<file path="config.mk">
export PLATFORM = sky130hd
export DESIGN_NAME = jpd_cell
export DESIGN_NICKNAME = d
export VERILOG_FILES = /design/src/rtl/core/jpd_pkg.sv /design/src/rtl/core/jpd_cell.sv
export SDC_FILE = /design/constraint.sdc
export NUM_CORES = 1
export LEC_CHECK = 0
export BUFFER_PORTS_ARGS = -buffer_cell sky130_fd_sc_hd__buf_2
export CORE_UTILIZATION = 59
export DETAILED_ROUTE_END_ITERATION = 12
export MAX_ROUTING_LAYER = met4
export PLACE_DENSITY = 0.89
export SLEW_MARGIN = 10
export SYNTH_ARGS = -nofsm -noshare
export SYNTH_HDL_FRONTEND = slang
export SYNTH_SLANG_ARGS = --single-unit
</file>
<file path="constraint.sdc">
create_clock -name clock -period 8.72 [get_ports clock]
set_clock_uncertainty 0.1 [all_clocks]
set_input_delay 0.872 -clock clock [delete_from_list [all_inputs] [get_ports clock]]
set_output_delay 0.872 -clock clock [all_outputs]
set_load 0.05 [all_outputs]
</file>
<file path="src/rtl/core/jpd_pkg.sv">
// jpd_pkg: shared constants, payload types and the arctangent table for the
// joystick polar converter. No dependencies; every other file in rtl/core uses it.

package jpd_pkg;

   // sample and pipeline sizing
   localparam int SAMPLE_BITS       = 10;
   localparam int CORDIC_STAGES     = 16;
   localparam int TABLE_LEN         = 24;
   localparam int TAB_IDX_W         = 5;
   localparam int CORDIC_SCALE_BITS = 16;
   localparam int LEN_FRAC_SHIFT    = 8;

   // derived widths
   localparam int DIFF_W      = SAMPLE_BITS + 1;
   localparam int SQ1_W       = 2 * SAMPLE_BITS;
   localparam int SQ_W        = 2 * SAMPLE_BITS + 1;
   localparam int N_W         = SQ_W + LEN_FRAC_SHIFT;
   localparam int ISQRT_STEPS = (N_W + 1) / 2;
   localparam int XY_W        = SAMPLE_BITS + CORDIC_SCALE_BITS + 3;
   localparam int Z_W         = 24;
   localparam int NUM_CELLS   = (CORDIC_STAGES > ISQRT_STEPS) ? CORDIC_STAGES : ISQRT_STEPS;
   localparam int CELL_IDX_W  = $clog2(NUM_CELLS);

   // output formats
   localparam int LEN_W        = 15;
   localparam int ANGLE_W      = 16;
   localparam int BEND_W       = 11;
   localparam int BEND_SHIFT   = SAMPLE_BITS - 7;
   localparam int QUARTER_ACC  = 2949120;
   localparam int QZ_W         = $clog2(QUARTER_ACC + 1);
   localparam int QUARTER_Q7   = 11520;
   localparam int HALF_TURN_Q7 = 23040;
   localparam int FULL_TURN_Q7 = 46080;
   localparam int BEND_MAX     = 1024;
   localparam int ANGLE_ROUND  = 128;
   localparam int ANGLE_SHIFT  = 8;

   // register file
   localparam int CSR_IDX_W = 2;
   localparam logic [CSR_IDX_W-1:0] CSR_REST_X      = 2'd0;
   localparam logic [CSR_IDX_W-1:0] CSR_REST_Y      = 2'd1;
   localparam logic [CSR_IDX_W-1:0] CSR_DEAD_RADIUS = 2'd2;
   localparam logic [SAMPLE_BITS-1:0] CENTER_RESET  = SAMPLE_BITS'(512);
   localparam logic [SAMPLE_BITS-1:0] RADIUS_RESET  = SAMPLE_BITS'(30);

   typedef struct packed {
      logic [SAMPLE_BITS-1:0] sample_x;
      logic [SAMPLE_BITS-1:0] sample_y;
   } req_type;

   typedef struct packed {
      logic               active;
      logic [LEN_W-1:0]   length_q4;
      logic [ANGLE_W-1:0] angle_q7;
      logic [BEND_W-1:0]  bend_q10;
   } rsp_type;

   // token handed from cell to cell
   typedef struct packed {
      logic signed [XY_W-1:0] x;
      logic signed [XY_W-1:0] y;
      logic signed [Z_W-1:0]  z;
      logic [N_W-1:0]         rem;
      logic [N_W-1:0]         root;
      logic                   neg_x;
      logic                   neg_y;
      logic                   active;
   } cell_type;

   // atan(2^-i) in 1/32768 degree
   function automatic logic signed [Z_W-1:0] atan_entry(input logic [TAB_IDX_W-1:0] idx);
      logic signed [Z_W-1:0] val;
      unique case (idx)
         5'd0:  val = Z_W'(1474560);
         5'd1:  val = Z_W'(870484);
         5'd2:  val = Z_W'(459940);
         5'd3:  val = Z_W'(233473);
         5'd4:  val = Z_W'(117189);
         5'd5:  val = Z_W'(58652);
         5'd6:  val = Z_W'(29333);
         5'd7:  val = Z_W'(14667);
         5'd8:  val = Z_W'(7334);
         5'd9:  val = Z_W'(3667);
         5'd10: val = Z_W'(1833);
         5'd11: val = Z_W'(917);
         5'd12: val = Z_W'(458);
         5'd13: val = Z_W'(229);
         5'd14: val = Z_W'(115);
         5'd15: val = Z_W'(57);
         5'd16: val = Z_W'(29);
         5'd17: val = Z_W'(14);
         5'd18: val = Z_W'(7);
         5'd19: val = Z_W'(4);
         5'd20: val = Z_W'(2);
         5'd21: val = Z_W'(1);
         default: val = '0;
      endcase
      return val;
   endfunction

endpackage

</file>
<file path="src/rtl/core/jpd_cell.sv">
// jpd_cell: one cell of the chain, one vectoring CORDIC rotation (cells below CORDIC_STAGES)
// and one square-root digit (cells below ISQRT_STEPS), registered. Depends on jpd_pkg.

module jpd_cell (
   input  logic                             clock,
   input  logic                             reset,
   input  logic [jpd_pkg::CELL_IDX_W-1:0]   cell_idx,
   input  logic                             in_valid,
   output logic                             in_ready,
   input  jpd_pkg::cell_type                in_data,
   output logic                             out_valid,
   input  logic                             out_ready,
   output jpd_pkg::cell_type                out_data
);

   localparam int IDX_EXT_W = jpd_pkg::CELL_IDX_W + 1;

   logic                           valid_ff;
   jpd_pkg::cell_type              data_ff;
   jpd_pkg::cell_type              data_in;
   logic [IDX_EXT_W-1:0]           idx_ext, rev;
   logic signed [jpd_pkg::XY_W-1:0] x_cur, y_cur, xs, ys;
   logic signed [jpd_pkg::Z_W-1:0]  z_cur, angle_step;
   logic [jpd_pkg::N_W-1:0]        bit_val;
   logic [jpd_pkg::N_W:0]          trial;

   assign in_ready = !valid_ff || out_ready;

   always_comb begin
      idx_ext    = {1'b0, cell_idx};
      data_in    = in_data;
      x_cur      = in_data.x;
      y_cur      = in_data.y;
      z_cur      = in_data.z;
      xs         = x_cur >>> cell_idx;
      ys         = y_cur >>> cell_idx;
      angle_step = jpd_pkg::atan_entry(jpd_pkg::TAB_IDX_W'(cell_idx));
      rev        = IDX_EXT_W'(jpd_pkg::ISQRT_STEPS - 1) - idx_ext;
      bit_val    = jpd_pkg::N_W'(1) << {rev, 1'b0};
      trial      = {1'b0, in_data.root} + {1'b0, bit_val};

      // rotate toward the x axis
      if (idx_ext < IDX_EXT_W'(jpd_pkg::CORDIC_STAGES)) begin
         if (!y_cur[jpd_pkg::XY_W-1]) begin
            data_in.x = x_cur + ys;
            data_in.y = y_cur - xs;
            data_in.z = z_cur + angle_step;
         end else begin
            data_in.x = x_cur - ys;
            data_in.y = y_cur + xs;
            data_in.z = z_cur - angle_step;
         end
      end

      // one digit of the integer square root
      if (idx_ext < IDX_EXT_W'(jpd_pkg::ISQRT_STEPS)) begin
         if ({1'b0, in_data.rem} >= trial) begin
            data_in.rem  = in_data.rem - trial[jpd_pkg::N_W-1:0];
            data_in.root = (in_data.root >> 1) + bit_val;
         end else begin
            data_in.root = in_data.root >> 1;
         end
      end
   end

   always_ff @(posedge clock) begin
      if (reset) begin
         valid_ff <= 1'b0;
      end else if (in_ready) begin
         valid_ff <= in_valid;
      end
   end

   always_ff @(posedge clock) begin
      if (in_ready && in_valid) begin
         data_ff <= data_in;
      end
   end

   assign out_valid = valid_ff;
   assign out_data  = data_ff;

endmodule

</file>
==> results_dict.tcl <==
set metrics [dict create \
    tns_ns 0 \
    start_util 0.605 \
    syn_avg_cell_area_um2 8.94 \
    dp_worst_setup_slack_ns 0.946 \
    fin_area_mm2 0.0198 \
    cts_buffers 17 \
    die_h_um 174 \
    fin_crit_sh 0.863 \
    routed-via-count 17200 \
    fillCellCount 2278 \
    wl_met3_um 5310 \
    max_freq_ghz 0.133 \
    max_stage_delay_ns 0.70 \
    final_cell_mix "294 x buf_2, 190 x nand2_1, 160 x nor2_1, 157 x a21oi_1, 151 x ha_1" \
    final_cells 2599 \
    avgRoutedWirePerCell_um 20.8 \
    rsz0062_at_grt "no" \
    row_count 62 \
    synth.distinct_cells 85 \
    place_inst 2563 \
    coreArea_mm2 0.0289 \
    relSlewSlack 0.201 \
    numPortBuffers 295 \
    drt-met1-wl_um 20700 \
    syn2layout_area_growth_pct 13.2 \
    synth_top_area_share 0.245 \
    period_minus_slack_ns 7.52 \
    nNetsFinal 2504 \
    ys_warn_count 0 \
    post_dp_cell_area_mm2 0.0192 \
    cts_htree_levels 4 \
    clockBufferDepth 2 \
    insertion_delay_ns 0.45 \
    final_layout_size_suffix_gt1_frac 0.216 \
    place_congestion 0.973 \
    crit_chain "buf_2 > nand3_1 > nand2_1 > nor2_1 > ha_1 > and2_1 > nand2b_1 > o31ai_1 > a21oi_1 > o21ai_0 > a31oi_1 > o21bai_1 > xnor2_1 > ha_1 > and4_1 > and4_1 > nand4_1 > nand3_1 > o211ai_1 > and4b_1 > buf_4 > nor2_1 > nand2_1 > mux2_2" \
    clock-sinks 144 \
    synth_nets 2263 \
    die_w_um 174 \
    grt-ovfl-total 0 \
    maxCapViolations 0 \
    cts-root-buf "clkbuf_16" \
    hold_buffers 0 \
    critPathKind "in -> reg" \
    cts.clk_slew.worst_paths_ns 0.07 \
    dp.final_hpwl_um 41300 \
    cp_max_fo 29 \
    hold_class "reg -> reg" \
    synthArstFlopShare 0 \
    ys.flop_type "edfxtp_1" \
    cts_tree "done" \
    grt_pass1_vias 16300 \
    detail-route-antenna-nets 0 \
    io_pins 296 \
    grt_max_degree 89 \
    setup_viol 0 \
    topRoutingLayerUsed "met4" \
    synth_area_leaders "edfxtp_1 25%, ha_1 11%, mux4_2 10%, xnor2_1 6.6%, a21oi_1 4.5%" \
    setup_slack_ns 1.20 \
    synth-edff-count 143 \
    synthCells 1957 \
    ff_latch_area_mm2 0.00431 \
    dr.pass1.iters 9 \
    layout_commonest_cell "buf_2" \
    slew_viol_final 0 \
    outcome "complete, no violations" \
    yosys_register_bits 144 \
    drcViolationCount 0 \
    wl_um 54200 \
    grt_pass1_wl_um 84900 \
    multi_input_area_mm2 0.0126 \
    irDropWorstVdd_mv 0.126 \
    crit_required_ns 8.82 \
    utilization 0.685 \
    grt_antenna_before_repair 6 \
    dr_wl_met2_um 25600 \
    worst_slew_pin_slew_ns 1.20 \
    die_area_mm2 0.0304 \
    seq_area_frac_synth 0.246 \
    yosysTopAreaCell "edfxtp_1" \
    start_kind "primary input" \
    routed_via_density 6.60 \
    postCtsSetupBuffers 0 \
    p_leak_uw 0.00823 \
    netlist_area_mm2 0.0175 \
    critPathSlowestCell "nor2_1" \
    cts_repair_resize_count 0 \
    first_iter_violations 1946 \
    hold_viol 0 \
    powerDensity_mw_per_mm2 191 \
    end_kind "register" \
    grt.total_usage 0.362 \
    worstPathArrival_ns 7.62 \
]
-- Yosys cell counts (15+ instances only) --
cell,count
mux4_2,79
xor2_1,76
mux2_2,32
o21a_1,17
o21bai_1,24
mux2i_1,26
nand2b_1,16
o21ai_0,129
o31ai_1,18
inv_1,68
xnor2_1,132
nor2b_1,20
a31oi_1,65
and3_1,21
nor2_1,160
nand4_1,15
and2_1,16
nand2_1,190
ha_1,151
nor3_1,44
a21oi_1,157
clkbuf_1,49
or3_1,16
edfxtp_1,143
nand3_1,39
a211oi_1,15
buf_1,23
a21o_1,41
-- power by group --
| part | switching (uW) | total (uW) | internal, uW |
|---|---|---|---|
| Combinational | 1340 | 2010 | 673 |
| Sequential | 45.1 | 1010 | 968 |
| Clock | 318 | 760 | 442 |
-- metal layers --
layer	track usage	vias to the layer above
met4	0.164	0
li1	-	7880
met1	0.443	8001
met2	0.584	1080
met3	0.0626	202
met5	-	-
-- area by class of cell --
class,instances,share of cell area
inverter,70,0.0133
antenna,6,0.000758
tap,384,0.0243
sequential,144,0.218
multi-input combinational,1655,0.635
timing repair buffer,310,0.0803
clock inverter,13,0.00745
clock buffer,17,0.0215
-- state kept, by name, summed over array words and instances, names as in the netlist --
signal / count
out_data: 143
out_valid: 1
-- worst max-delay path: cells and delay by family --
family / cells / cell delay, ns
AND/OR/NAND/NOR: 12 / 3.19
multiplexers: 1 / 0.32
adder cells (fa/ha/maj): 2 / 0.68
AO/OA/AOI/OAI: 6 / 1.73
XOR/XNOR: 1 / 0.17
buffers and inverters: 2 / 0.63
-- logic make-up (layout without fill, tap and decap cells) --
| kind of cell | after synthesis | count (layout) | synth area share |
|---|---|---|---|
| other cells | 0 | 6 | 0 |
| flops | 144 | 144 | 0.246 |
| simple gates | 587 | 587 | 0.160 |
| fa+ha+maj | 156 | 156 | 0.113 |
| xor+xnor | 208 | 208 | 0.104 |
| compound gates | 564 | 564 | 0.201 |
| buf+inv | 158 | 410 | 0.0363 |
| mux | 140 | 140 | 0.139 |
-- through the flow --
step                hold slack [ns]  power [uW]
finish                        0.431        3780
global route                  0.460        3960
CTS                           0.435        3760
detailed placement            0.427        2990
global placement              0.400        2950
floorplan                     0.841        2540
-- final timing paths --
path,from,to,slack (ns),cells past startpoint
max,cell_idx[3],out_data[19],1.20,24
min,out_valid,out_valid,0.43,2
max reg2reg,out_valid,out_data[105],6.10,3
min reg2reg,out_valid,out_valid,0.43,2
Power figures use the tool's default switching activity.
