--- src/rtl/core/jpd_pkg.sv ---
// jpd_pkg: shared constants, payload types and the arctangent table for the
// joystick polar converter. No dependencies; every other file in rtl/core uses it.

package jpd_pkg;

   // sample and pipeline sizing
   localparam int SAMPLE_BITS       = 10;
   localparam int CORDIC_STAGES     = 16;
   localparam int TABLE_LEN         = 24;
   localparam int TAB_IDX_W         = 5;
   localparam int CORDIC_SCALE_BITS = 16;
   localparam int LEN_FRAC_SHIFT    = 8;

   // derived widths
   localparam int DIFF_W      = SAMPLE_BITS + 1;
   localparam int SQ1_W       = 2 * SAMPLE_BITS;
   localparam int SQ_W        = 2 * SAMPLE_BITS + 1;
   localparam int N_W         = SQ_W + LEN_FRAC_SHIFT;
   localparam int ISQRT_STEPS = (N_W + 1) / 2;
   localparam int XY_W        = SAMPLE_BITS + CORDIC_SCALE_BITS + 3;
   localparam int Z_W         = 24;
   localparam int NUM_CELLS   = (CORDIC_STAGES > ISQRT_STEPS) ? CORDIC_STAGES : ISQRT_STEPS;
   localparam int CELL_IDX_W  = $clog2(NUM_CELLS);

   // output formats
   localparam int LEN_W        = 15;
   localparam int ANGLE_W      = 16;
   localparam int BEND_W       = 11;
   localparam int BEND_SHIFT   = SAMPLE_BITS - 7;
   localparam int QUARTER_ACC  = 2949120;
   localparam int QZ_W         = $clog2(QUARTER_ACC + 1);
   localparam int QUARTER_Q7   = 11520;
   localparam int HALF_TURN_Q7 = 23040;
   localparam int FULL_TURN_Q7 = 46080;
   localparam int BEND_MAX     = 1024;
   localparam int ANGLE_ROUND  = 128;
   localparam int ANGLE_SHIFT  = 8;

   // register file
   localparam int CSR_IDX_W = 2;
   localparam logic [CSR_IDX_W-1:0] CSR_REST_X      = 2'd0;
   localparam logic [CSR_IDX_W-1:0] CSR_REST_Y      = 2'd1;
   localparam logic [CSR_IDX_W-1:0] CSR_DEAD_RADIUS = 2'd2;
   localparam logic [SAMPLE_BITS-1:0] CENTER_RESET  = SAMPLE_BITS'(512);
   localparam logic [SAMPLE_BITS-1:0] RADIUS_RESET  = SAMPLE_BITS'(30);

   typedef struct packed {
      logic [SAMPLE_BITS-1:0] sample_x;
      logic [SAMPLE_BITS-1:0] sample_y;
   } req_type;

   typedef struct packed {
      logic               active;
      logic [LEN_W-1:0]   length_q4;
      logic [ANGLE_W-1:0] angle_q7;
      logic [BEND_W-1:0]  bend_q10;
   } rsp_type;

   // token handed from cell to cell
   typedef struct packed {
      logic signed [XY_W-1:0] x;
      logic signed [XY_W-1:0] y;
      logic signed [Z_W-1:0]  z;
      logic [N_W-1:0]         rem;
      logic [N_W-1:0]         root;
      logic                   neg_x;
      logic                   neg_y;
      logic                   active;
   } cell_type;

   // atan(2^-i) in 1/32768 degree
   function automatic logic signed [Z_W-1:0] atan_entry(input logic [TAB_IDX_W-1:0] idx);
      logic signed [Z_W-1:0] val;
      unique case (idx)
         5'd0:  val = Z_W'(1474560);
         5'd1:  val = Z_W'(870484);
         5'd2:  val = Z_W'(459940);
         5'd3:  val = Z_W'(233473);
         5'd4:  val = Z_W'(117189);
         5'd5:  val = Z_W'(58652);
         5'd6:  val = Z_W'(29333);
         5'd7:  val = Z_W'(14667);
         5'd8:  val = Z_W'(7334);
         5'd9:  val = Z_W'(3667);
         5'd10: val = Z_W'(1833);
         5'd11: val = Z_W'(917);
         5'd12: val = Z_W'(458);
         5'd13: val = Z_W'(229);
         5'd14: val = Z_W'(115);
         5'd15: val = Z_W'(57);
         5'd16: val = Z_W'(29);
         5'd17: val = Z_W'(14);
         5'd18: val = Z_W'(7);
         5'd19: val = Z_W'(4);
         5'd20: val = Z_W'(2);
         5'd21: val = Z_W'(1);
         default: val = '0;
      endcase
      return val;
   endfunction

endpackage

--- src/rtl/core/jpd_back.sv ---
// jpd_back: angle rounding, quadrant mapping, bend saturation and the result
// register. Depends on jpd_pkg.

module jpd_back (
   input  logic                 clock,
   input  logic                 reset,
   input  logic                 in_valid,
   output logic                 in_ready,
   input  jpd_pkg::cell_type    in_data,
   output logic                 out_valid,
   input  logic                 out_ready,
   output jpd_pkg::rsp_type     out_data
);

   logic                              valid_ff;
   jpd_pkg::rsp_type                  data_ff;
   jpd_pkg::rsp_type                  data_in;
   logic signed [jpd_pkg::Z_W-1:0]    z_cur;
   logic [jpd_pkg::QZ_W-1:0]          z_clamp;
   logic [jpd_pkg::QZ_W:0]            z_round;
   logic [jpd_pkg::ANGLE_W-1:0]       quad_a, angle;
   logic [jpd_pkg::N_W-1:0]           bend_raw;

   assign in_ready = !valid_ff || out_ready;

   always_comb begin
      // first-quadrant angle, clamped to 0..90 degrees and rounded
      z_cur = in_data.z;
      if (z_cur[jpd_pkg::Z_W-1]) begin
         z_clamp = '0;
      end else if (z_cur > jpd_pkg::Z_W'(jpd_pkg::QUARTER_ACC)) begin
         z_clamp = jpd_pkg::QZ_W'(jpd_pkg::QUARTER_ACC);
      end else begin
         z_clamp = z_cur[jpd_pkg::QZ_W-1:0];
      end
      z_round = {1'b0, z_clamp} + (jpd_pkg::QZ_W + 1)'(jpd_pkg::ANGLE_ROUND);
      quad_a  = jpd_pkg::ANGLE_W'(z_round >> jpd_pkg::ANGLE_SHIFT);
      if (quad_a > jpd_pkg::ANGLE_W'(jpd_pkg::QUARTER_Q7)) begin
         quad_a = jpd_pkg::ANGLE_W'(jpd_pkg::QUARTER_Q7);
      end

      // map into the full turn by the offset signs
      priority if (!in_data.neg_x && !in_data.neg_y) begin
         angle = quad_a;
      end else if (in_data.neg_x && !in_data.neg_y) begin
         angle = jpd_pkg::ANGLE_W'(jpd_pkg::HALF_TURN_Q7) - quad_a;
      end else if (in_data.neg_x) begin
         angle = jpd_pkg::ANGLE_W'(jpd_pkg::HALF_TURN_Q7) + quad_a;
      end else begin
         angle = jpd_pkg::ANGLE_W'(jpd_pkg::FULL_TURN_Q7) - quad_a;
      end
      if (angle >= jpd_pkg::ANGLE_W'(jpd_pkg::FULL_TURN_Q7)) begin
         angle = angle - jpd_pkg::ANGLE_W'(jpd_pkg::FULL_TURN_Q7);
      end

      // bend factor, saturated at one
      bend_raw = in_data.root >> jpd_pkg::BEND_SHIFT;

      data_in.active    = in_data.active;
      data_in.length_q4 = in_data.root[jpd_pkg::LEN_W-1:0];
      data_in.angle_q7  = in_data.active ? angle : '0;
      if (!in_data.active) begin
         data_in.bend_q10 = '0;
      end else if (bend_raw > jpd_pkg::N_W'(jpd_pkg::BEND_MAX)) begin
         data_in.bend_q10 = jpd_pkg::BEND_W'(jpd_pkg::BEND_MAX);
      end else begin
         data_in.bend_q10 = bend_raw[jpd_pkg::BEND_W-1:0];
      end
   end

   always_ff @(posedge clock) begin
      if (reset) begin
         valid_ff <= 1'b0;
      end else if (in_ready) begin
         valid_ff <= in_valid;
      end
   end

   always_ff @(posedge clock) begin
      if (in_ready && in_valid) begin
         data_ff <= data_in;
      end
   end

   assign out_valid = valid_ff;
   assign out_data  = data_ff;

endmodule
--- config.mk ---
export PLATFORM = sky130hd
export DESIGN_NAME = jpd_back
export DESIGN_NICKNAME = d
export VERILOG_FILES = /design/src/rtl/core/jpd_pkg.sv /design/src/rtl/core/jpd_back.sv
export SDC_FILE = /design/constraint.sdc
export NUM_CORES = 1
export LEC_CHECK = 0
export BUFFER_PORTS_ARGS = -buffer_cell sky130_fd_sc_hd__buf_2
export CORE_ASPECT_RATIO = 0.6
export CORE_MARGIN = 3
export CORE_UTILIZATION = 41
export CTS_CLUSTER_SIZE = 25
export DETAILED_ROUTE_END_ITERATION = 12
export HOLD_SLACK_MARGIN = 0.15
export PLACE_DENSITY = 0.78
export SLEW_MARGIN = 40
export SYNTH_ARGS = -nofsm -noshare
export SYNTH_HDL_FRONTEND = slang
export SYNTH_SLANG_ARGS = --single-unit
--- constraint.sdc ---
create_clock -name clock -period 7.3 [get_ports clock]
set_clock_uncertainty 0.05 [all_clocks]
set_input_delay 1.095 -clock clock [delete_from_list [all_inputs] [get_ports clock]]
set_output_delay 1.095 -clock clock [all_outputs]
set_load 0.05 [all_outputs]
==> qor.csv, run 1 <==
metric;value;unit
crit_fanout;7;
synth_warnings;0;
area_growth_syn_to_layout;29.5;%
place_inst;585;
dr.pass1.iters;5;
finalSetupViolCount;0;
irDropWorstVdd;0.0000953;V
area.sequential;0.00131;mm2
coreArea;0.00795;mm2
leakage;1.76;nW
cts-htree-levels;2;
worstHoldStart;out_valid$_SDFFE_PP0N_;
synth_commonest_cells;edfxtp_1 (43), nand2_1 (26), a21oi_1 (23);
cts_hold_buf;0;
worst_slack;0.319;ns
synth_edf_count;43;
p_int;0.000540;W
die_area;0.00944;mm2
yosysUniqueCellTypes;77;
syn_avg_cell_area;9.45;um2
diodes;0;
dp_slack;0.175;ns
synth.area.top_cells;edfxtp_1 (38%), and2_1 (3.5%), a21oi_1 (3.4%);
switching_share;32.5;%
ioPinCount;192;
fin_cells;594;
antenna_found_initial;0;
grt_pass1_vias;3003;
synth_top_area_share;38.1;%
insertion_delay;0.28;ns
fin_nets;640;
grt_first_pass_wirelength;15100;um
ant_nets;0;
fp.dieW;123;um
p_per_area;182;mW/mm2
max-cap-violations;0;
slew_viol_final;0;
cts_tree;built;
initial_core_util;42.7;%
cp.required;7.38;ns
die_height;76.5;um
overflow;0;
drtIter0Drc;388;
synth-async-reset-ratio;0;%
detail_route.vias_per_cell;5.70;
design_area;0.00439;mm2
fin_crit_sh;95.6;%
cts.reportedPaths.clkPinSlew;0.06;ns
p_clk_share;31.9;%
drive_gt1_share;35.2;%
hold_depth;2;
drc;0;
power.switching;0.000260;W
post-synth-top-count-cell;edfxtp_1;
ff2ff_path_depth;2;
hold_class;reg -> reg;
grt_usage;19.7;%
cp-start-kind;primary input;
crit_type;in -> reg;
hold_viol_final;0;
max_freq;143;MHz
power.total;0.000800;W
rows;25;
rrSetupSlack;5.94;ns
dp_hpwl;7510;um
setup.worst_path.end_class;flop;
crit_arrival;7.06;ns
hold_end;out_valid$_SDFFE_PP0N_;
clockBufferDepth;2;
status;finished clean;
multi_input_area;0.00194;mm2
clockRootBuffer;clkbuf_16;
worstMarginPinSlew;0.732;ns
routed_wl;9550;um
slowest_delay;0.53;ns
seq_area_frac_synth;38.6;%
p_comb_share;30.5;%
synth_nets;514;
post-route-min-period;6.98;ns
grt_start_max_net_pins;44;
place_congestion;0.930;
post_dp_cell_area;0.00419;mm2
wl_per_cell;16.1;um
synth_area;0.00339;mm2
timing.rr.start;out_valid$_SDFFE_PP0N_;
synth-seq-cells;44;
synth_area_leader_cell;edfxtp_1;
seq_power_share;37.6;%
cts_sinks;44;
cts_buffers;5;
relSlewSlack;51.0;%
crit_slowest_cell;o41ai_2;
fill_cells;713;
r2r-end;out_data[28]$_DFFE_PP_;
io_buffer_count;104;
vias;3387;
ys.flop_type;edfxtp_1;
synth_cells;359;
[cells by family (layout without fill, tap and decap cells)]
logic type      Yosys count  after routing  share of synthesized area [%]
buf+inv                  35            162                           5.05
simple gates            160            160                           27.0
flops                    44             44                           38.6
fa+ha+maj                 8              8                           2.95
compound gates           85             85                           18.4
mux                       9              9                           3.06
xor+xnor                 18             18                           4.87
[worst max-delay path, delay by kind of cell]
| kind | cells | cell delay (ns) |
|---|---|---|
| and+or+nand+nor | 12 | 2.79 |
| AOI/OAI and AO/OA | 8 | 1.90 |
| adders and majority gates | 3 | 0.55 |
| buffers and inverters | 4 | 0.54 |
| xor gates and xnor gates | 1 | 0.16 |
[cell usage in the layout (no fill, tap or decap), types with 4 or more instances in the layout]
cell type and count:
a21oi_1 23, and2_1 19, and3_1 6, buf_2 104, buf_4 35, clkbuf_16 5
edfxtp_1 43, ha_1 8, inv_1 13, nand2_1 26, nand2b_1 5, nand3_1 15
nand4_1 13, nand4b_1 4, nor2_1 21, nor3_1 13, nor4_1 13, o2111ai_1 4
o211ai_1 4, o21ai_0 12, o21ai_1 5, or3_1 5, xnor2_1 7, xor2_1 9
[worst max-delay path by stage]
stage / from / to / slack, ns / cells past startpoint
floorplan: in_data[74] / out_data[22]$_SDFFCE_PN0P_ / 0.39 / 30
global placement: in_data[78] / out_data[22]$_SDFFCE_PN0P_ / 0.16 / 27
detailed placement: in_data[78] / out_data[22]$_SDFFCE_PN0P_ / 0.17 / 27
CTS: in_data[78] / out_data[22]$_SDFFCE_PN0P_ / 0.43 / 27
global route: in_data[78] / out_data[25]$_SDFFCE_PN0P_ / -0.01 / 28
finish: in_data[78] / out_data[25]$_SDFFCE_PN0P_ / 0.32 / 28
[power by group through the flow]
stage	logic, W	clock network, W	registers, W
finish	0.000244	0.000255	0.000301
detailed placement	0.000238	0	0.000307
global route	0.000262	0.000273	0.000302
floorplan	0.000105	0	0.000365
global placement	0.000234	0	0.000306
CTS	0.000239	0.000260	0.000301
[registers in the layout, summed over array words and instances, names as in the netlist]
| signal | flops |
|---|---|
| out_data | 43 |
| out_valid | 1 |
[per-layer routing]
layer	wire (um)	part of all wire (%)	global-route usage (%)	up-vias
li1	-	-	-	1640
met4	35	0.37	2.65	0
met2	4180	44	27.9	137
met3	749	7.8	3.64	4
met1	4580	48	31.7	1606
met5	0	0	0	-
[through the flow]
step / hold slack [ns] / utilization [%] / setup TNS [ns]
after detailed placement: 0.471 / 52.8 / 0
final: 0.473 / 55.3 / 0
after floorplan: 1.06 / - / 0
after global placement: 0.433 / 52.7 / 0
after CTS: 0.481 / 54.9 / 0
after global routing: 0.521 / 55.3 / -0.0200
[timing repair]
| action | CTS | global route |
|---|---|---|
| setup buffers | 0 | 1 |
| setup endpoints to repair | 0 | 2 |
| endpoints found under the hold margin | 0 | 0 |
| gates resized for setup | 0 | 4 |
[cell type report]
class | count | area share [%]
clock buffers | 5 | 2.85
well taps | 108 | 3.08
repair buffers | 139 | 17.8
flip-flops and latches | 44 | 29.8
clock inverters | 3 | 1.05
inverters | 15 | 1.28
multi-input cells | 280 | 44.1
Note: power is estimated with default switching activity, not from simulation.
==> run 2: changes to the inputs <==
- CORE_UTILIZATION: 41 -> 39
- CTS_CLUSTER_DIAMETER: not set -> 100
- PLACE_DENSITY: 0.78 -> 0.75
==> run 2 against run 1 <==
Register-to-register slack is essentially flat. Core utilization decreased by 1.1 points. Clock-buffer cell count did not move. Sequential cell count is the same. Sequential share of layout area decreased by 0.24 points. Combinational power hardly changed. Power up 1.2%. Die area rose by 4.8%. Clock power rose by 2%. Highest routed layer unchanged.
==> qor.csv, run 2 (synthesis results as in run 1) <==
metric;value;unit
status;finished clean;
timing.setup.tns;0;ns
vias;3446;
ant_nets;0;
insertion_delay;0.28;ns
final_common_cell;buf_2;
fin_crit_sh;96.3;%
detail_route.vias_per_cell;5.76;
relSlewSlack;55.8;%
crit_arrival;7.10;ns
global_route.usage.met2;27.7;%
slowest_delay;0.54;ns
coreArea;0.00816;mm2
cts_sinks;44;
crit_fanout;7;
max-cap-violations;0;
rows;25;
slew_viol_final;0;
setup.worst_path.end_class;flop;
cp-start-kind;primary input;
cts_buffers;5;
seq_power_share;37.3;%
grt_pass1_vias;3208;
crit_type;in -> reg;
p_comb_share;30.6;%
power.switching;0.000267;W
drtIter0Drc;288;
post-route-min-period;7.03;ns
drive_gt1_share;36.1;%
place_congestion;0.930;
leakage;1.78;nW
routed_wl;9980;um
fp.dieW;126;um
met1_usage;30.1;%
initial_core_util;41.6;%
clockBufferDepth;2;
cts_hold_buf;0;
antenna_found_initial;0;
final_cell_mix;buf_2 (104), edfxtp_1 (43), buf_4 (39);
dr.pass1.iters;5;
fin_nets;644;
max_freq;142;MHz
diodes;0;
grt_first_pass_wirelength;16000;um
cts_tree;built;
io_buffer_count;104;
worstMarginPinSlew;0.661;ns
met3_usage;5.51;%
worst_slack;0.272;ns
drc;0;
grt_usage;19.7;%
dp_slack;0.0104;ns
clockRootBuffer;clkbuf_16;
area_growth_syn_to_layout;30.5;%
p_int;0.000542;W
p_clk_share;32.2;%
overflow;0;
irDropWorstVdd;0.000113;V
crit_path_frequent_cell;ha_1;
hold_class;reg -> reg;
hold_viol_final;0;
cts.reportedPaths.clkPinSlew;0.06;ns
rsz0062_at_grt;no;
grt_start_max_net_pins;44;
finalSetupViolCount;0;
critPathTopFamily;compound AO/OA/AOI/OAI gates;
wl_per_cell;16.7;um
p_per_area;183;mW/mm2
crit_buf_inv;4;
cp.required;7.38;ns
crit_slowest_cell;or4b_1;
die_height;78.3;um
dp_hpwl;7900;um
cts-htree-levels;2;
gr-max-usage-layer;met1;
die_area;0.00989;mm2
largest_reg_flops;43;
switching_share;33.0;%
ioPinCount;192;
## run 2: metal layers
metal / part of all wire, % / up-vias
li1: - / 1640
met1: 47 / 1618
met2: 42 / 176
met3: 10 / 12
met4: 1.1 / 0
met5: 0 / -
## run 2: power groups by stage
stage	clock, W	sequential (W)	combinational, W
4_1_cts	0.000266	0.000302	0.000242
5_1_grt	0.000276	0.000303	0.000267
3_3_place_gp	0	0.000307	0.000236
2_1_floorplan	0	0.000365	0.000105
6_report	0.000260	0.000302	0.000247
3_5_place_dp	0	0.000307	0.000241
## run 2: path summary, 6_finish.rpt
check | from | end | slack (ns) | cells past startpoint
setup / recovery | in_data[78] | out_data[25]$_SDFFCE_PN0P_ | 0.27 | 28
setup reg to reg | out_valid$_SDFFE_PP0N_ | out_data[18]$_SDFFCE_PN0P_ | 5.93 | 2
hold reg to reg | out_valid$_SDFFE_PP0N_ | out_valid$_SDFFE_PP0N_ | 0.48 | 2
hold / removal | out_valid$_SDFFE_PP0N_ | out_valid$_SDFFE_PP0N_ | 0.48 | 2
## run 2: layout make-up
cell class              count  area, um2
inverters                  15       56.3
clock buffers               5        125
multi-input cells         280       1940
flip-flops and latches     44       1310
repair buffers            143        813
fillers                   739       3730
clock inverters             3       46.3
well taps                 108        135
## run 2: timing repair
action,CTS,global route
setup buffers,0,3
endpoints found under the setup margin,0,6
gates resized for setup,0,5
## run 2: metrics by stage
| step | util [%] | instances | power [W] | hold slack [ns] | instance area, um2 |
|---|---|---|---|---|---|
| 2_1_floorplan | - | 359 | 0.000471 | 1.06 | 3390 |
| 3_3_place_gp | 51.5 | 587 | 0.000543 | 0.435 | 4210 |
| 3_5_place_dp | 51.5 | 587 | 0.000547 | 0.470 | 4210 |
| 4_1_cts | 53.6 | 595 | 0.000809 | 0.479 | 4380 |
| 5_1_grt | 54.3 | 598 | 0.000846 | 0.523 | 4430 |
| 6_report | 54.3 | 598 | 0.000809 | 0.483 | 4430 |
## run 2: worst reg2reg max path, cell delays in order, from the launching register on
cell	delay, ns
dfxtp_1	0.31
nand2b_1	0.11
and2_4	0.52
