## config.mk

```make
export PLATFORM = sky130hd
export DESIGN_NAME = jpd_front
export DESIGN_NICKNAME = d
export VERILOG_FILES = /design/src/rtl/core/jpd_pkg.sv /design/src/rtl/core/jpd_front.sv
export SDC_FILE = /design/constraint.sdc
export NUM_CORES = 1
export LEC_CHECK = 0
export BUFFER_PORTS_ARGS = -buffer_cell sky130_fd_sc_hd__buf_2
export CAP_MARGIN = 20
export CORE_MARGIN = 10
export CORE_UTILIZATION = 40
export DETAILED_ROUTE_END_ITERATION = 7
export GPL_TIMING_DRIVEN = 0
export MAX_ROUTING_LAYER = met4
export PLACE_DENSITY_LB_ADDON = 0.08
export SLEW_MARGIN = 20
export SYNTH_ARGS = -nofsm -noshare
export SYNTH_HDL_FRONTEND = slang
export SYNTH_SLANG_ARGS = --single-unit
```

## constraint.sdc

```tcl
create_clock -name clock -period 9 [get_ports clock]
set_clock_uncertainty 0.05 [all_clocks]
set_input_delay 0.9 -clock clock [delete_from_list [all_inputs] [get_ports clock]]
set_output_delay 0.9 -clock clock [all_outputs]
set_load 0.02 [all_outputs]
```

## src/rtl/core/jpd_pkg.sv

```systemverilog
// jpd_pkg: shared constants, payload types and the arctangent table for the
// joystick polar converter. No dependencies; every other file in rtl/core uses it.

package jpd_pkg;

   // sample and pipeline sizing
   localparam int SAMPLE_BITS       = 10;
   localparam int CORDIC_STAGES     = 16;
   localparam int TABLE_LEN         = 24;
   localparam int TAB_IDX_W         = 5;
   localparam int CORDIC_SCALE_BITS = 16;
   localparam int LEN_FRAC_SHIFT    = 8;

   // derived widths
   localparam int DIFF_W      = SAMPLE_BITS + 1;
   localparam int SQ1_W       = 2 * SAMPLE_BITS;
   localparam int SQ_W        = 2 * SAMPLE_BITS + 1;
   localparam int N_W         = SQ_W + LEN_FRAC_SHIFT;
   localparam int ISQRT_STEPS = (N_W + 1) / 2;
   localparam int XY_W        = SAMPLE_BITS + CORDIC_SCALE_BITS + 3;
   localparam int Z_W         = 24;
   localparam int NUM_CELLS   = (CORDIC_STAGES > ISQRT_STEPS) ? CORDIC_STAGES : ISQRT_STEPS;
   localparam int CELL_IDX_W  = $clog2(NUM_CELLS);

   // output formats
   localparam int LEN_W        = 15;
   localparam int ANGLE_W      = 16;
   localparam int BEND_W       = 11;
   localparam int BEND_SHIFT   = SAMPLE_BITS - 7;
   localparam int QUARTER_ACC  = 2949120;
   localparam int QZ_W         = $clog2(QUARTER_ACC + 1);
   localparam int QUARTER_Q7   = 11520;
   localparam int HALF_TURN_Q7 = 23040;
   localparam int FULL_TURN_Q7 = 46080;
   localparam int BEND_MAX     = 1024;
   localparam int ANGLE_ROUND  = 128;
   localparam int ANGLE_SHIFT  = 8;

   // register file
   localparam int CSR_IDX_W = 2;
   localparam logic [CSR_IDX_W-1:0] CSR_REST_X      = 2'd0;
   localparam logic [CSR_IDX_W-1:0] CSR_REST_Y      = 2'd1;
   localparam logic [CSR_IDX_W-1:0] CSR_DEAD_RADIUS = 2'd2;
   localparam logic [SAMPLE_BITS-1:0] CENTER_RESET  = SAMPLE_BITS'(512);
   localparam logic [SAMPLE_BITS-1:0] RADIUS_RESET  = SAMPLE_BITS'(30);

   typedef struct packed {
      logic [SAMPLE_BITS-1:0] sample_x;
      logic [SAMPLE_BITS-1:0] sample_y;
   } req_type;

   typedef struct packed {
      logic               active;
      logic [LEN_W-1:0]   length_q4;
      logic [ANGLE_W-1:0] angle_q7;
      logic [BEND_W-1:0]  bend_q10;
   } rsp_type;

   // token handed from cell to cell
   typedef struct packed {
      logic signed [XY_W-1:0] x;
      logic signed [XY_W-1:0] y;
      logic signed [Z_W-1:0]  z;
      logic [N_W-1:0]         rem;
      logic [N_W-1:0]         root;
      logic                   neg_x;
      logic                   neg_y;
      logic                   active;
   } cell_type;

   // atan(2^-i) in 1/32768 degree
   function automatic logic signed [Z_W-1:0] atan_entry(input logic [TAB_IDX_W-1:0] idx);
      logic signed [Z_W-1:0] val;
      unique case (idx)
         5'd0:  val = Z_W'(1474560);
         5'd1:  val = Z_W'(870484);
         5'd2:  val = Z_W'(459940);
         5'd3:  val = Z_W'(233473);
         5'd4:  val = Z_W'(117189);
         5'd5:  val = Z_W'(58652);
         5'd6:  val = Z_W'(29333);
         5'd7:  val = Z_W'(14667);
         5'd8:  val = Z_W'(7334);
         5'd9:  val = Z_W'(3667);
         5'd10: val = Z_W'(1833);
         5'd11: val = Z_W'(917);
         5'd12: val = Z_W'(458);
         5'd13: val = Z_W'(229);
         5'd14: val = Z_W'(115);
         5'd15: val = Z_W'(57);
         5'd16: val = Z_W'(29);
         5'd17: val = Z_W'(14);
         5'd18: val = Z_W'(7);
         5'd19: val = Z_W'(4);
         5'd20: val = Z_W'(2);
         5'd21: val = Z_W'(1);
         default: val = '0;
      endcase
      return val;
   endfunction

endpackage

```

## src/rtl/core/jpd_front.sv

```systemverilog
// jpd_front: input capture, center offset, magnitudes, squares and deadzone test.
// Builds the first token of the cell chain. Depends on jpd_pkg.

module jpd_front (
   input  logic                             clock,
   input  logic                             reset,
   input  logic [jpd_pkg::SAMPLE_BITS-1:0]  rest_x,
   input  logic [jpd_pkg::SAMPLE_BITS-1:0]  rest_y,
   input  logic [jpd_pkg::SAMPLE_BITS-1:0]  dead_radius,
   input  logic                             in_valid,
   output logic                             in_ready,
   input  jpd_pkg::req_type                 in_data,
   output logic                             out_valid,
   input  logic                             out_ready,
   output jpd_pkg::cell_type                out_data
);

   localparam int SB = jpd_pkg::SAMPLE_BITS;

   logic                            s1_vld_ff;
   jpd_pkg::req_type                s1_req_ff;
   logic                            s2_vld_ff;
   logic [SB-1:0]                   s2_mag_x_ff, s2_mag_y_ff;
   logic                            s2_neg_x_ff, s2_neg_y_ff;
   logic                            s3_vld_ff;
   logic [jpd_pkg::SQ1_W-1:0]       s3_sq_x_ff, s3_sq_y_ff, s3_rad_sq_ff;
   logic [SB-1:0]                   s3_mag_x_ff, s3_mag_y_ff;
   logic                            s3_neg_x_ff, s3_neg_y_ff;
   logic                            out_vld_ff;
   jpd_pkg::cell_type               out_data_ff;

   logic                            s2_rdy, s3_rdy, s4_rdy;
   logic [jpd_pkg::DIFF_W-1:0]      diff_x, diff_y, negd_x, negd_y;
   logic [SB-1:0]                   s2_mag_x_in, s2_mag_y_in;
   logic [jpd_pkg::SQ_W-1:0]        sum_sq;
   jpd_pkg::cell_type               out_data_in;

   // stage readiness, each stage frees when its successor moves
   assign s4_rdy   = !out_vld_ff || out_ready;
   assign s3_rdy   = !s3_vld_ff || s4_rdy;
   assign s2_rdy   = !s2_vld_ff || s3_rdy;
   assign in_ready = !s1_vld_ff || s2_rdy;

   // center offset and magnitude
   always_comb begin
      diff_x      = {1'b0, s1_req_ff.sample_x} - {1'b0, rest_x};
      diff_y      = {1'b0, s1_req_ff.sample_y} - {1'b0, rest_y};
      negd_x      = jpd_pkg::DIFF_W'(0) - diff_x;
      negd_y      = jpd_pkg::DIFF_W'(0) - diff_y;
      s2_mag_x_in = diff_x[jpd_pkg::DIFF_W-1] ? negd_x[SB-1:0] : diff_x[SB-1:0];
      s2_mag_y_in = diff_y[jpd_pkg::DIFF_W-1] ? negd_y[SB-1:0] : diff_y[SB-1:0];
   end

   // sum of squares, deadzone compare and chain token
   always_comb begin
      sum_sq             = jpd_pkg::SQ_W'(s3_sq_x_ff) + jpd_pkg::SQ_W'(s3_sq_y_ff);
      out_data_in        = '0;
      out_data_in.x      = $signed(jpd_pkg::XY_W'({s3_mag_x_ff,
                                                   {jpd_pkg::CORDIC_SCALE_BITS{1'b0}}}));
      out_data_in.y      = $signed(jpd_pkg::XY_W'({s3_mag_y_ff,
                                                   {jpd_pkg::CORDIC_SCALE_BITS{1'b0}}}));
      out_data_in.z      = '0;
      out_data_in.rem    = {sum_sq, {jpd_pkg::LEN_FRAC_SHIFT{1'b0}}};
      out_data_in.root   = '0;
      out_data_in.neg_x  = s3_neg_x_ff;
      out_data_in.neg_y  = s3_neg_y_ff;
      out_data_in.active = sum_sq >= jpd_pkg::SQ_W'(s3_rad_sq_ff);
   end

   // stage valids
   always_ff @(posedge clock) begin
      if (reset) begin
         s1_vld_ff  <= 1'b0;
         s2_vld_ff  <= 1'b0;
         s3_vld_ff  <= 1'b0;
         out_vld_ff <= 1'b0;
      end else begin
         if (in_ready) s1_vld_ff  <= in_valid;
         if (s2_rdy)   s2_vld_ff  <= s1_vld_ff;
         if (s3_rdy)   s3_vld_ff  <= s2_vld_ff;
         if (s4_rdy)   out_vld_ff <= s3_vld_ff;
      end
   end

   // stage payloads
   always_ff @(posedge clock) begin
      if (in_ready && in_valid) begin
         s1_req_ff <= in_data;
      end
      if (s2_rdy && s1_vld_ff) begin
         s2_mag_x_ff <= s2_mag_x_in;
         s2_mag_y_ff <= s2_mag_y_in;
         s2_neg_x_ff <= diff_x[jpd_pkg::DIFF_W-1];
         s2_neg_y_ff <= diff_y[jpd_pkg::DIFF_W-1];
      end
      if (s3_rdy && s2_vld_ff) begin
         s3_sq_x_ff   <= jpd_pkg::SQ1_W'(s2_mag_x_ff) * jpd_pkg::SQ1_W'(s2_mag_x_ff);
         s3_sq_y_ff   <= jpd_pkg::SQ1_W'(s2_mag_y_ff) * jpd_pkg::SQ1_W'(s2_mag_y_ff);
         s3_rad_sq_ff <= jpd_pkg::SQ1_W'(dead_radius) * jpd_pkg::SQ1_W'(dead_radius);
         s3_mag_x_ff  <= s2_mag_x_ff;
         s3_mag_y_ff  <= s2_mag_y_ff;
         s3_neg_x_ff  <= s2_neg_x_ff;
         s3_neg_y_ff  <= s2_neg_y_ff;
      end
      if (s4_rdy && s3_vld_ff) begin
         out_data_ff <= out_data_in;
      end
   end

   assign out_valid = out_vld_ff;
   assign out_data  = out_data_ff;

endmodule

```

==> impl_metrics.yaml, run 1 <==
power:
  totalPowerFinal_mw: 6.90
  swShare: 0.447
  cell_internal_pwr_mw: 3.82
  netSwitchingPower_mw: 3.09
  combinationalPowerShare: 0.699
  clkPwrFrac: 0.110
  p_leak_nw: 8.95
  worst_ir_drop_vdd_mv: 0.281
  pwr_density_cell_mw_per_mm2: 373
  sequentialPowerShare: 0.191
routing:
  vias: 10700
  drt-wirelength-per-cell_um: 14.8
  postRouteAntennaNets: 0
  drt_iter0_markers: 413
  detail_route.wirelength_um: 34000
  post-route-drc-count: 0
  vias_per_cell: 4.67
  dr.pass1.iters: 5
sta:
  final.period_utilization: 0.672
  fmax_mhz: 165
  timing.final.ws_setup_ps: 2950
  maxSlewHeadroom: 0.557
  hold_slack_ps: 371
  hold_viol: 0
  timing_max_transition_violations_final: 0
  fin_crit_ps: 6050
  unrepaired_setup_endpoints_after_global_routing: "no"
  finalSetupViolations: 0
  setup-tns-final_ps: 0
  worst-slew-pin-transition_ps: 662
place:
  routabilityCongestion: 0.814
  port_buffers: 97
  dp.final_hpwl_um: 28100
  pre_cts_slack_ps: 2450
  dpl.cell_count: 2264
  dpl_cell_area_mm2: 0.0179
clock_tree:
  cts_hold_buf: 0
  worst_skew_pair.late_latency_ps: 440
  clkTransAtPathRegs_ps: 70
  cts.repair.resized: 0
  numCtsBuffers: 17
  numClockSinks: 167
  cts.htree.levels: 4
  cts_root_buffer: "sky130_fd_sc_hd__clkbuf_16"
  tritoncts: "done"
  post_cts.repair.setup_buffers: 0
  cts-root-to-sink-buffers: 2
die:
  die_x_um: 221
  start_util: 0.406
  core_box_area_mm2: 0.0399
  top_level_ports: 199
  die_area_mm2: 0.0490
  die-height_um: 221
  rows: 73
setup_path:
  worstSetupStartpointType: "input port"
  worst_setup_path_end_kind: "register"
  timing.critical_path.fanout_max: 10
  worst_path_max_delay_cell: "sky130_fd_sc_hd__fa_1"
  worst_ep_required_time_ps: 9140
  crit_path_max_incr_delay_ps: 540
  critPathKind: "input port to register"
  crit_top_cell: "sky130_fd_sc_hd__fa_1"
  cp_data_arrival_time_ps: 6190
  crit_chain: "buf_2 -> clkbuf_1 -> nand2_1 -> fa_1 -> fa_1 -> inv_1 -> fa_1 -> fa_1 -> inv_1 -> fa_1 -> inv_1 -> ha_1 -> a21o_1 -> a21oi_1 -> o22ai_1 -> a211oi_1 -> nor3_1 -> a211oi_1 -> xnor2_1"
synth:
  yosys.area.top_type: "sky130_fd_sc_hd__edfxtp_1"
  ys_seq_area_frac: 0.307
  syn_inst: 1537
  synth_top_cells_by_area: "sky130_fd_sc_hd__edfxtp_1 30%, sky130_fd_sc_hd__fa_1 18%, sky130_fd_sc_hd__ha_1 16%"
  yosys_warnings: 0
  dominantRegCellSynth: "sky130_fd_sc_hd__edfxtp_1"
  async_flop_share: 0
  yosysUniqueCellTypes: 61
  postSynthRegisterBits: 167
  synth_edf_count: 163
  netlist_area_mm2: 0.0162
  syn_avg_cell_area_um2: 10.6
  post-synth-top-area-fraction: 0.302
cells_and_area:
  n_fill_cell: 3806
  nets_finish: 2158
  final_util: 0.464
  final_layout_size_suffix_gt1_frac: 0.143
  layout-area-overhead-vs-synth_pct: 14.2
  final_design_area_no_fill_mm2: 0.0185
  antennaDiodeCount: 0
  final_standard_cell_count_with_taps_included_and_fillers_excluded: 2296
grt:
  first_global_vias: 11400
  gr_util_met2: 0.227
  grt_util_met3: 0.0228
  grt_start_max_net_pins: 26
  initial_antenna_violation_count: 1
  use_met1: 0.191
  grt_first_pass_wirelength_um: 56700
  overflow: 0
  gr-usage-all-layers: 0.144
  busiest_layer: "met2"
run_status:
  run_status: "completed"
min_path:
  hold_path.class: "register to register"
run:
  maxCapViolations: 0
[metal layers]
layer  wire (um)  part of all wire
met1       16700              0.49
met5           0                 0
met4         456             0.013
met3         942             0.028
met2       15900              0.47
[sequential cells by signal, summed over array words and instances, names as in the netlist]
| name | flops |
|---|---|
| s2_neg_y_ff | 1 |
| s2_neg_x_ff | 1 |
| s3_mag_y_ff | 9 |
| s3_rad_sq_ff | 19 |
| s1_req_ff | 20 |
| s3_neg_x_ff | 1 |
| out_valid | 1 |
| s2_mag_x_ff | 10 |
| s3_sq_y_ff | 19 |
| s3_sq_x_ff | 19 |
| s3_mag_x_ff | 9 |
| s2_mag_y_ff | 10 |
| s3_vld_ff | 1 |
| s1_vld_ff | 1 |
| s2_vld_ff | 1 |
| s3_neg_y_ff | 1 |
| out_data | 44 |
[final timing paths]
kind / slack, ps / cells past startpoint / to / startpoint
worst min-delay path: 370 / 0 / out_data[131] / s3_mag_x_ff[1]
worst max register to register: 3310 / 16 / s3_sq_y_ff[18] / s2_mag_y_ff[1]
worst max-delay path: 2950 / 19 / s3_rad_sq_ff[18] / dead_radius[1]
worst min register to register: 370 / 0 / out_data[131] / s3_mag_x_ff[1]
[worst max-delay path, delay by kind of cell]
| family | cells | cell delay (ps) |
|---|---|---|
| compound gates | 5 | 1170 |
| xor+xnor | 1 | 100 |
| fa+ha+maj | 6 | 3000 |
| buf+inv | 5 | 700 |
| simple gates | 2 | 300 |
[cell type report]
cell class,count,area [um^2],share of cell area
Buffer,126,845,0.0456
Clock buffer,17,425,0.0230
Clock inverter,15,178,0.00959
Inverter,243,912,0.0493
Multi-Input combinational cell,1099,9880,0.534
Sequential cell,167,4970,0.269
Tap cell,525,657,0.0355
Timing Repair Buffer,104,642,0.0347
[power by group through the flow]
stage	Clock [mW]	Combinational [mW]	Sequential [mW]
global placement	0	4.81	1.35
finish	0.759	4.82	1.32
floorplan	0	3.86	1.32
detailed placement	0	4.85	1.34
CTS	0.782	4.91	1.32
global route	0.811	5.59	1.33
[layout by cell type (no fill, tap or decap), types with 79 or more instances in the layout]
master	count
sky130_fd_sc_hd__and2_1	82
sky130_fd_sc_hd__buf_2	97
sky130_fd_sc_hd__buf_4	99
sky130_fd_sc_hd__conb_1	99
sky130_fd_sc_hd__edfxtp_1	163
sky130_fd_sc_hd__fa_1	144
sky130_fd_sc_hd__ha_1	202
sky130_fd_sc_hd__inv_1	243
sky130_fd_sc_hd__nand2_1	88
sky130_fd_sc_hd__xnor2_1	79
[cell usage after synthesis, drive strengths merged, types with 21 or more instances]
cell,count
o21ai,33
o21a,21
fa,144
nor2,61
inv,243
a21oi,70
nor2b,24
edfxtp,163
a21o,30
ha,202
xor2,24
xnor2,79
clkbuf,27
buf,99
and2,82
nand2,88
[cell families (layout without fill, tap and decap cells)]
logic type / after synthesis / count (layout) / synth area share
mux: 7 / 7 / 0.00463
buf+inv: 369 / 505 / 0.108
fa+ha+maj: 346 / 346 / 0.334
simple gates: 322 / 322 / 0.101
xor+xnor: 103 / 103 / 0.0556
other cells: 1 / 99 / 0.000231
flops: 167 / 167 / 0.307
compound gates: 222 / 222 / 0.0900
(Power assumes the default switching activity.)
==> run 2, diff against run 1 <==
Settings changed: ABC_AREA from default to 1.
Clock period 9 ns to 5.2 ns, I/O delays scaled along.
==> run 2 against run 1 <==
- critical path depth decreased by 1
- worst hold slack got worse by 180 ps
- wire length increased by 7.6%
- sequential power increased by 60%
- cell area increased by 4.9%
- sequential share of layout area decreased by 1.3 points
- die area increased by 5.1%
- largest power group unchanged
- area after synthesis increased by 5.6%
- register-to-register slack got worse by 3000 ps
- synthesized cell count increased by 27%
==> impl_metrics.yaml, run 2 <==
place:
  pre_cts_slack_ps: -449
  dpl.cell_count: 2696
  port_buffers: 96
  dp.final_hpwl_um: 30900
  routabilityCongestion: 0.853
setup_path:
  worst_path_max_delay_cell: "sky130_fd_sc_hd__fa_1"
  worst_ep_required_time_ps: 5350
  cp_data_arrival_time_ps: 5080
  cp.buffers_inverters: 5
  timing.critical_path.fanout_max: 10
  timing.reg2reg.setup_slack_ps: 270
  crit_chain: "clkbuf_4 -> nand2_1 -> inv_1 -> fa_1 -> fa_1 -> inv_1 -> fa_1 -> fa_1 -> inv_1 -> fa_1 -> ha_1 -> nand2_1 -> inv_1 -> a21oi_1 -> nand2_1 -> nand2_1 -> nand3_1 -> xnor2_1"
  crit_top_cell: "sky130_fd_sc_hd__fa_1"
  crit_path_max_incr_delay_ps: 540
  critPathKind: "register to register"
  timing.critical_path.max_delay_family: "adder cells"
  worstSetupStartpointType: "register"
  worst_setup_path_end_kind: "register"
sta:
  hold_slack_ps: 187
  fin_crit_ps: 4930
  setup-tns-final_ps: 0
  maxSlewHeadroom: 0.374
  timing_max_transition_violations_final: 0
  finalSetupViolations: 0
  unrepaired_setup_endpoints_after_global_routing: "no"
  hold_viol: 0
  final.period_utilization: 0.948
  timing.final.ws_setup_ps: 270
  worst-slew-pin-transition_ps: 939
  fmax_mhz: 203
run:
  maxCapViolations: 0
synth:
  dominantRegCellSynth: "sky130_fd_sc_hd__edfxtp_1"
  yosys_warnings: 0
  post-synth-top-area-fraction: 0.286
  yosys-top-cells-count: "430 x sky130_fd_sc_hd__nand2_1, 417 x sky130_fd_sc_hd__inv_1, 202 x sky130_fd_sc_hd__ha_1, 163 x sky130_fd_sc_hd__edfxtp_1, 144 x sky130_fd_sc_hd__fa_1"
  postSynthRegisterBits: 167
  syn_inst: 1959
  syn_avg_cell_area_um2: 8.74
  synth_edf_count: 163
  synthMostInstantiatedCell: "sky130_fd_sc_hd__nand2_1"
  synth_top_cells_by_area: "sky130_fd_sc_hd__edfxtp_1 29%, sky130_fd_sc_hd__fa_1 17%, sky130_fd_sc_hd__ha_1 15%"
  netlist_area_mm2: 0.0171
  yosysUniqueCellTypes: 33
  yosys.area.top_type: "sky130_fd_sc_hd__edfxtp_1"
  ys_seq_area_frac: 0.290
  async_flop_share: 0
cells_and_area:
  layout-area-overhead-vs-synth_pct: 13.4
  layout.cells.most_common_list: "429 x sky130_fd_sc_hd__nand2_1, 416 x sky130_fd_sc_hd__inv_1, 202 x sky130_fd_sc_hd__ha_1"
  final_standard_cell_count_with_taps_included_and_fillers_excluded: 2725
  antennaDiodeCount: 0
  largest_register_ff_count: 44
  mostFrequentLayoutCell: "sky130_fd_sc_hd__nand2_1"
  n_fill_cell: 4155
  final_layout_size_suffix_gt1_frac: 0.128
  nets_finish: 2573
die:
  die_x_um: 227
  top_level_ports: 199
  die_area_mm2: 0.0515
  die-height_um: 227
  start_util: 0.407
  rows: 75
  core_box_area_mm2: 0.0421
routing:
  detail_route.wirelength_um: 36500
  drt_iter0_markers: 453
  post-route-drc-count: 0
  vias_per_cell: 4.48
  drt-wirelength-per-cell_um: 13.4
  dr.pass1.iters: 5
  postRouteAntennaNets: 0
  vias: 12200
grt:
  grt_start_max_net_pins: 55
  busiest_layer: "met2"
  first_global_vias: 12600
  grt_util_met3: 0.0270
  gr-usage-all-layers: 0.153
  gr_util_met2: 0.260
  grt_first_pass_wirelength_um: 61400
  initial_antenna_violation_count: 0
  overflow: 0
  use_met1: 0.189
clock_tree:
  cts-root-to-sink-buffers: 2
  tritoncts: "done"
  cts_root_buffer: "sky130_fd_sc_hd__clkbuf_16"
  worst_skew_pair.late_latency_ps: 450
  clkTransAtPathRegs_ps: 70
  cts.htree.levels: 4
  numClockSinks: 167
  numCtsBuffers: 17
power:
  totalPowerFinal_mw: 10.1
  p_leak_nw: 10.5
  pwr_density_cell_mw_per_mm2: 521
  worst_ir_drop_vdd_mv: 0.288
run_status:
  run_status: "completed"
min_path:
  hold_path.class: "input port to register"
-- run 2: changes by cell type in the layout (fill, tap and decap cells not counted), moves of 21 or more --
cell,change
sky130_fd_sc_hd__inv_1,+173
sky130_fd_sc_hd__nor2_1,+39
sky130_fd_sc_hd__xor2_1,+26
sky130_fd_sc_hd__nor2b_1,-22
sky130_fd_sc_hd__o21a_1,-21
sky130_fd_sc_hd__xnor2_1,-45
sky130_fd_sc_hd__nand2_1,+341
sky130_fd_sc_hd__nand3_1,+63
sky130_fd_sc_hd__clkbuf_1,-23
sky130_fd_sc_hd__and2_1,-82
sky130_fd_sc_hd__a21o_1,-25
-- run 2: path summary, 6_finish.rpt --
| check | startpoint | end | cells past startpoint |
|---|---|---|---|
| setup / recovery | s2_mag_y_ff[1] | s3_sq_y_ff[19] | 18 |
| hold / removal | in_data[11] | s1_req_ff[11] | 1 |
| setup reg to reg | s2_mag_y_ff[1] | s3_sq_y_ff[19] | 18 |
| hold reg to reg | s3_mag_x_ff[1] | out_data[131] | 0 |
-- run 2: cell families after synthesis --
group,synth area share
AOI/OAI and AO/OA,0.0524
other,0.000219
DFF,0.290
buffers and inverters,0.144
adders and majority gates,0.316
xor gates and xnor gates,0.0429
and+or+nand+nor,0.155
-- run 2: layout make-up --
cell class / count / area, um^2 / area share
multi-input combinational: 1339 / 10100 / 0.519
sequential: 167 / 4970 / 0.256
inverter: 417 / 1570 / 0.0807
buffer: 122 / 876 / 0.0451
tap: 539 / 674 / 0.0347
timing repair buffer: 109 / 626 / 0.0322
clock buffer: 17 / 425 / 0.0219
clock inverter: 15 / 195 / 0.0100
-- run 2: through the flow --
| step | cell area [um^2] | util |
|---|---|---|
| finish | 19400 | 0.461 |
| global route | 19400 | 0.461 |
| CTS | 19400 | 0.460 |
| detailed placement | 18700 | 0.445 |
| global placement | 18700 | 0.443 |
| floorplan | 17500 | - |
-- run 2: per-layer routing --
layer | share of wire | vias to the layer above | wire length, um
li1 | - | 6379 | -
met1 | 0.46 | 5672 | 17000
met2 | 0.50 | 152 | 18100
met3 | 0.031 | 18 | 1130
met4 | 0.0091 | 0 | 331
met5 | 0 | - | 0
-- run 2: report_power, final --
part	leakage [nW]	switching, mW	total [mW]	internal, mW
combinational	8.68	4.10	6.67	2.58
sequential	1.55	0.0961	2.11	2.01
clock	0.295	0.576	1.34	0.767
-- run 2: what timing repair did --
action / CTS / global route
hold buffers: 0 / 0
endpoints found under the setup margin: 6 / 28
gates cloned: 0 / 0
resized for setup: 3 / 35
hold endpoints to repair: 0 / 0
setup buffers: 0 / 9
==> run 3, diff against run 2 <==
Settings changed: ABC_AREA 1 to default.
==> run 3 against run 2 <==
- worst hold slack better by 19 ps
- sequential share of layout area up 0.45 points
- highest routed layer unchanged
- sequential cell count unchanged
- first-iteration DRC count down 11%
- global-route usage down 0.89 points
- non-clock buffer count up 29
- cell area down 1.7%
- sequential power up 8%
- die area down 4.9%
==> impl_metrics.yaml, run 3 (same netlist as run 1, synthesis figures left out) <==
grt:
  gr-usage-all-layers: 0.144
  overflow: 0
  first_global_vias: 11500
  grt_first_pass_wirelength_um: 57000
  grt_start_max_net_pins: 26
  initial_antenna_violation_count: 1
die:
  die_x_um: 221
  rows: 73
  die-height_um: 221
  core_box_area_mm2: 0.0399
  top_level_ports: 199
  die_area_mm2: 0.0490
  start_util: 0.406
sta:
  fmax_mhz: 198
  maxSlewHeadroom: 0.556
  final.period_utilization: 0.973
  timing_max_transition_violations_final: 0
  timing.final.ws_setup_ps: 143
  worst-slew-pin-transition_ps: 664
  hold_viol: 0
  finalSetupViolations: 0
  fin_crit_ps: 5060
cells_and_area:
  final_util: 0.478
  largest_register_ff_count: 44
  antennaDiodeCount: 0
  mostFrequentLayoutCell: "sky130_fd_sc_hd__inv_1"
  nets_finish: 2188
  n_fill_cell: 3723
  layout.cells.most_common_list: "240 x sky130_fd_sc_hd__inv_1, 192 x sky130_fd_sc_hd__ha_1, 163 x sky130_fd_sc_hd__edfxtp_1"
  final_layout_size_suffix_gt1_frac: 0.194
  final_standard_cell_count_with_taps_included_and_fillers_excluded: 2326
  layout-area-overhead-vs-synth_pct: 17.7
place:
  port_buffers: 97
  pre_cts_slack_ps: -572
  dpl.cell_count: 2264
  dp.final_hpwl_um: 28100
  routabilityCongestion: 0.800
routing:
  vias_per_cell: 4.65
  post-route-drc-count: 0
  dr.pass1.iters: 4
  postRouteAntennaNets: 0
  detail_route.wirelength_um: 34500
  vias: 10800
  drt_iter0_markers: 405
  drt-wirelength-per-cell_um: 14.8
power:
  pwr_density_cell_mw_per_mm2: 674
  p_leak_nw: 9.19
  worst_ir_drop_vdd_mv: 0.458
  totalPowerFinal_mw: 12.9
clock_tree:
  tritoncts: "done"
  cts.htree.levels: 4
  numCtsBuffers: 17
  cts_hold_buf: 0
  clkTransAtPathRegs_ps: 70
  cts-root-to-sink-buffers: 2
  numClockSinks: 167
  worst_skew_pair.late_latency_ps: 440
  cts_root_buffer: "sky130_fd_sc_hd__clkbuf_16"
setup_path:
  timing.critical_path.fanout_max: 5
  timing.critical_path.max_delay_family: "adder cells"
  crit_top_cell: "sky130_fd_sc_hd__fa_1"
  worst_setup_path_end_kind: "register"
  worst_path_max_delay_cell: "sky130_fd_sc_hd__fa_1"
  cp.buffers_inverters: 1
  worst_ep_required_time_ps: 5320
  crit_path_max_incr_delay_ps: 610
  crit_chain: "nand2_2 -> inv_2 -> fa_1 -> fa_1 -> fa_1 -> fa_1 -> fa_1 -> ha_4 -> o21a_1 -> o21a_2 -> and3_4 -> a221oi_4 -> o21bai_1 -> a21oi_1 -> xnor2_1"
  cp_data_arrival_time_ps: 5180
  critPathKind: "register to register"
  worstSetupStartpointType: "register"
min_path:
  hold_path.class: "input port to register"
run:
  maxCapViolations: 0
run_status:
  run_status: "completed"
==> run 3: changes by cell type in the layout (fill, tap and decap cells not counted), sizes merged, moves of 25 or more <==
cell   change
nand2    -349
xnor2     +45
a21o      +25
buf       +38
xor2      -26
nand3     -64
and2      +82
inv      -174
nor2      -44
==> run 3: report_power, final <==
part	switching (mW)	leakage (nW)	internal, mW	total (mW)
sequential	0.109	1.54	2.17	2.28
combinational	4.99	7.37	4.32	9.31
clock	0.552	0.276	0.713	1.27
==> run 3: routing by layer <==
metal / GRT usage / part of all wire / vias up
met3: 0.0190 / 0.023 / 26
met2: 0.238 / 0.49 / 144
met5: - / 0 / -
li1: - / - / 5431
met4: 0.0306 / 0.0095 / 0
met1: 0.187 / 0.48 / 5217
==> run 3: stage by stage <==
step                setup TNS [ps]  hold slack, ps  area, um^2
floorplan                        0             350       16600
global placement           -148840             354       17800
detailed placement           -6130             355       17900
CTS                              0             182       18800
global route                  -119             180       19100
finish                           0             206       19100
==> run 3: final cells by class <==
type	instances	area, um^2	share of cell area
plain buffers	114	871	0.0456
clock buffers	18	429	0.0225
clock inverters	14	149	0.00780
inverters	243	912	0.0478
multi-input cells	1099	10100	0.531
flip-flops and latches	167	4970	0.261
well taps	525	657	0.0344
repair buffers	146	967	0.0507
==> run 3: what timing repair did <==
action / 4_1_cts / 5_1_grt
pin swaps: 5 / 32
resized for setup: 28 / 56
setup endpoints to repair: 14 / 14
buffers inserted: 31 / 11
==> run 3: final timing paths <==
| path | from | to | slack [ps] | cells past startpoint |
|---|---|---|---|---|
| setup / recovery | s2_mag_x_ff[3] | s3_sq_x_ff[17] | 140 | 15 |
| hold / removal | in_data[17] | s1_req_ff[17] | 210 | 1 |
| hold reg to reg | s3_mag_y_ff[3] | out_data[104] | 370 | 0 |
| setup reg to reg | s2_mag_x_ff[3] | s3_sq_x_ff[17] | 140 | 15 |
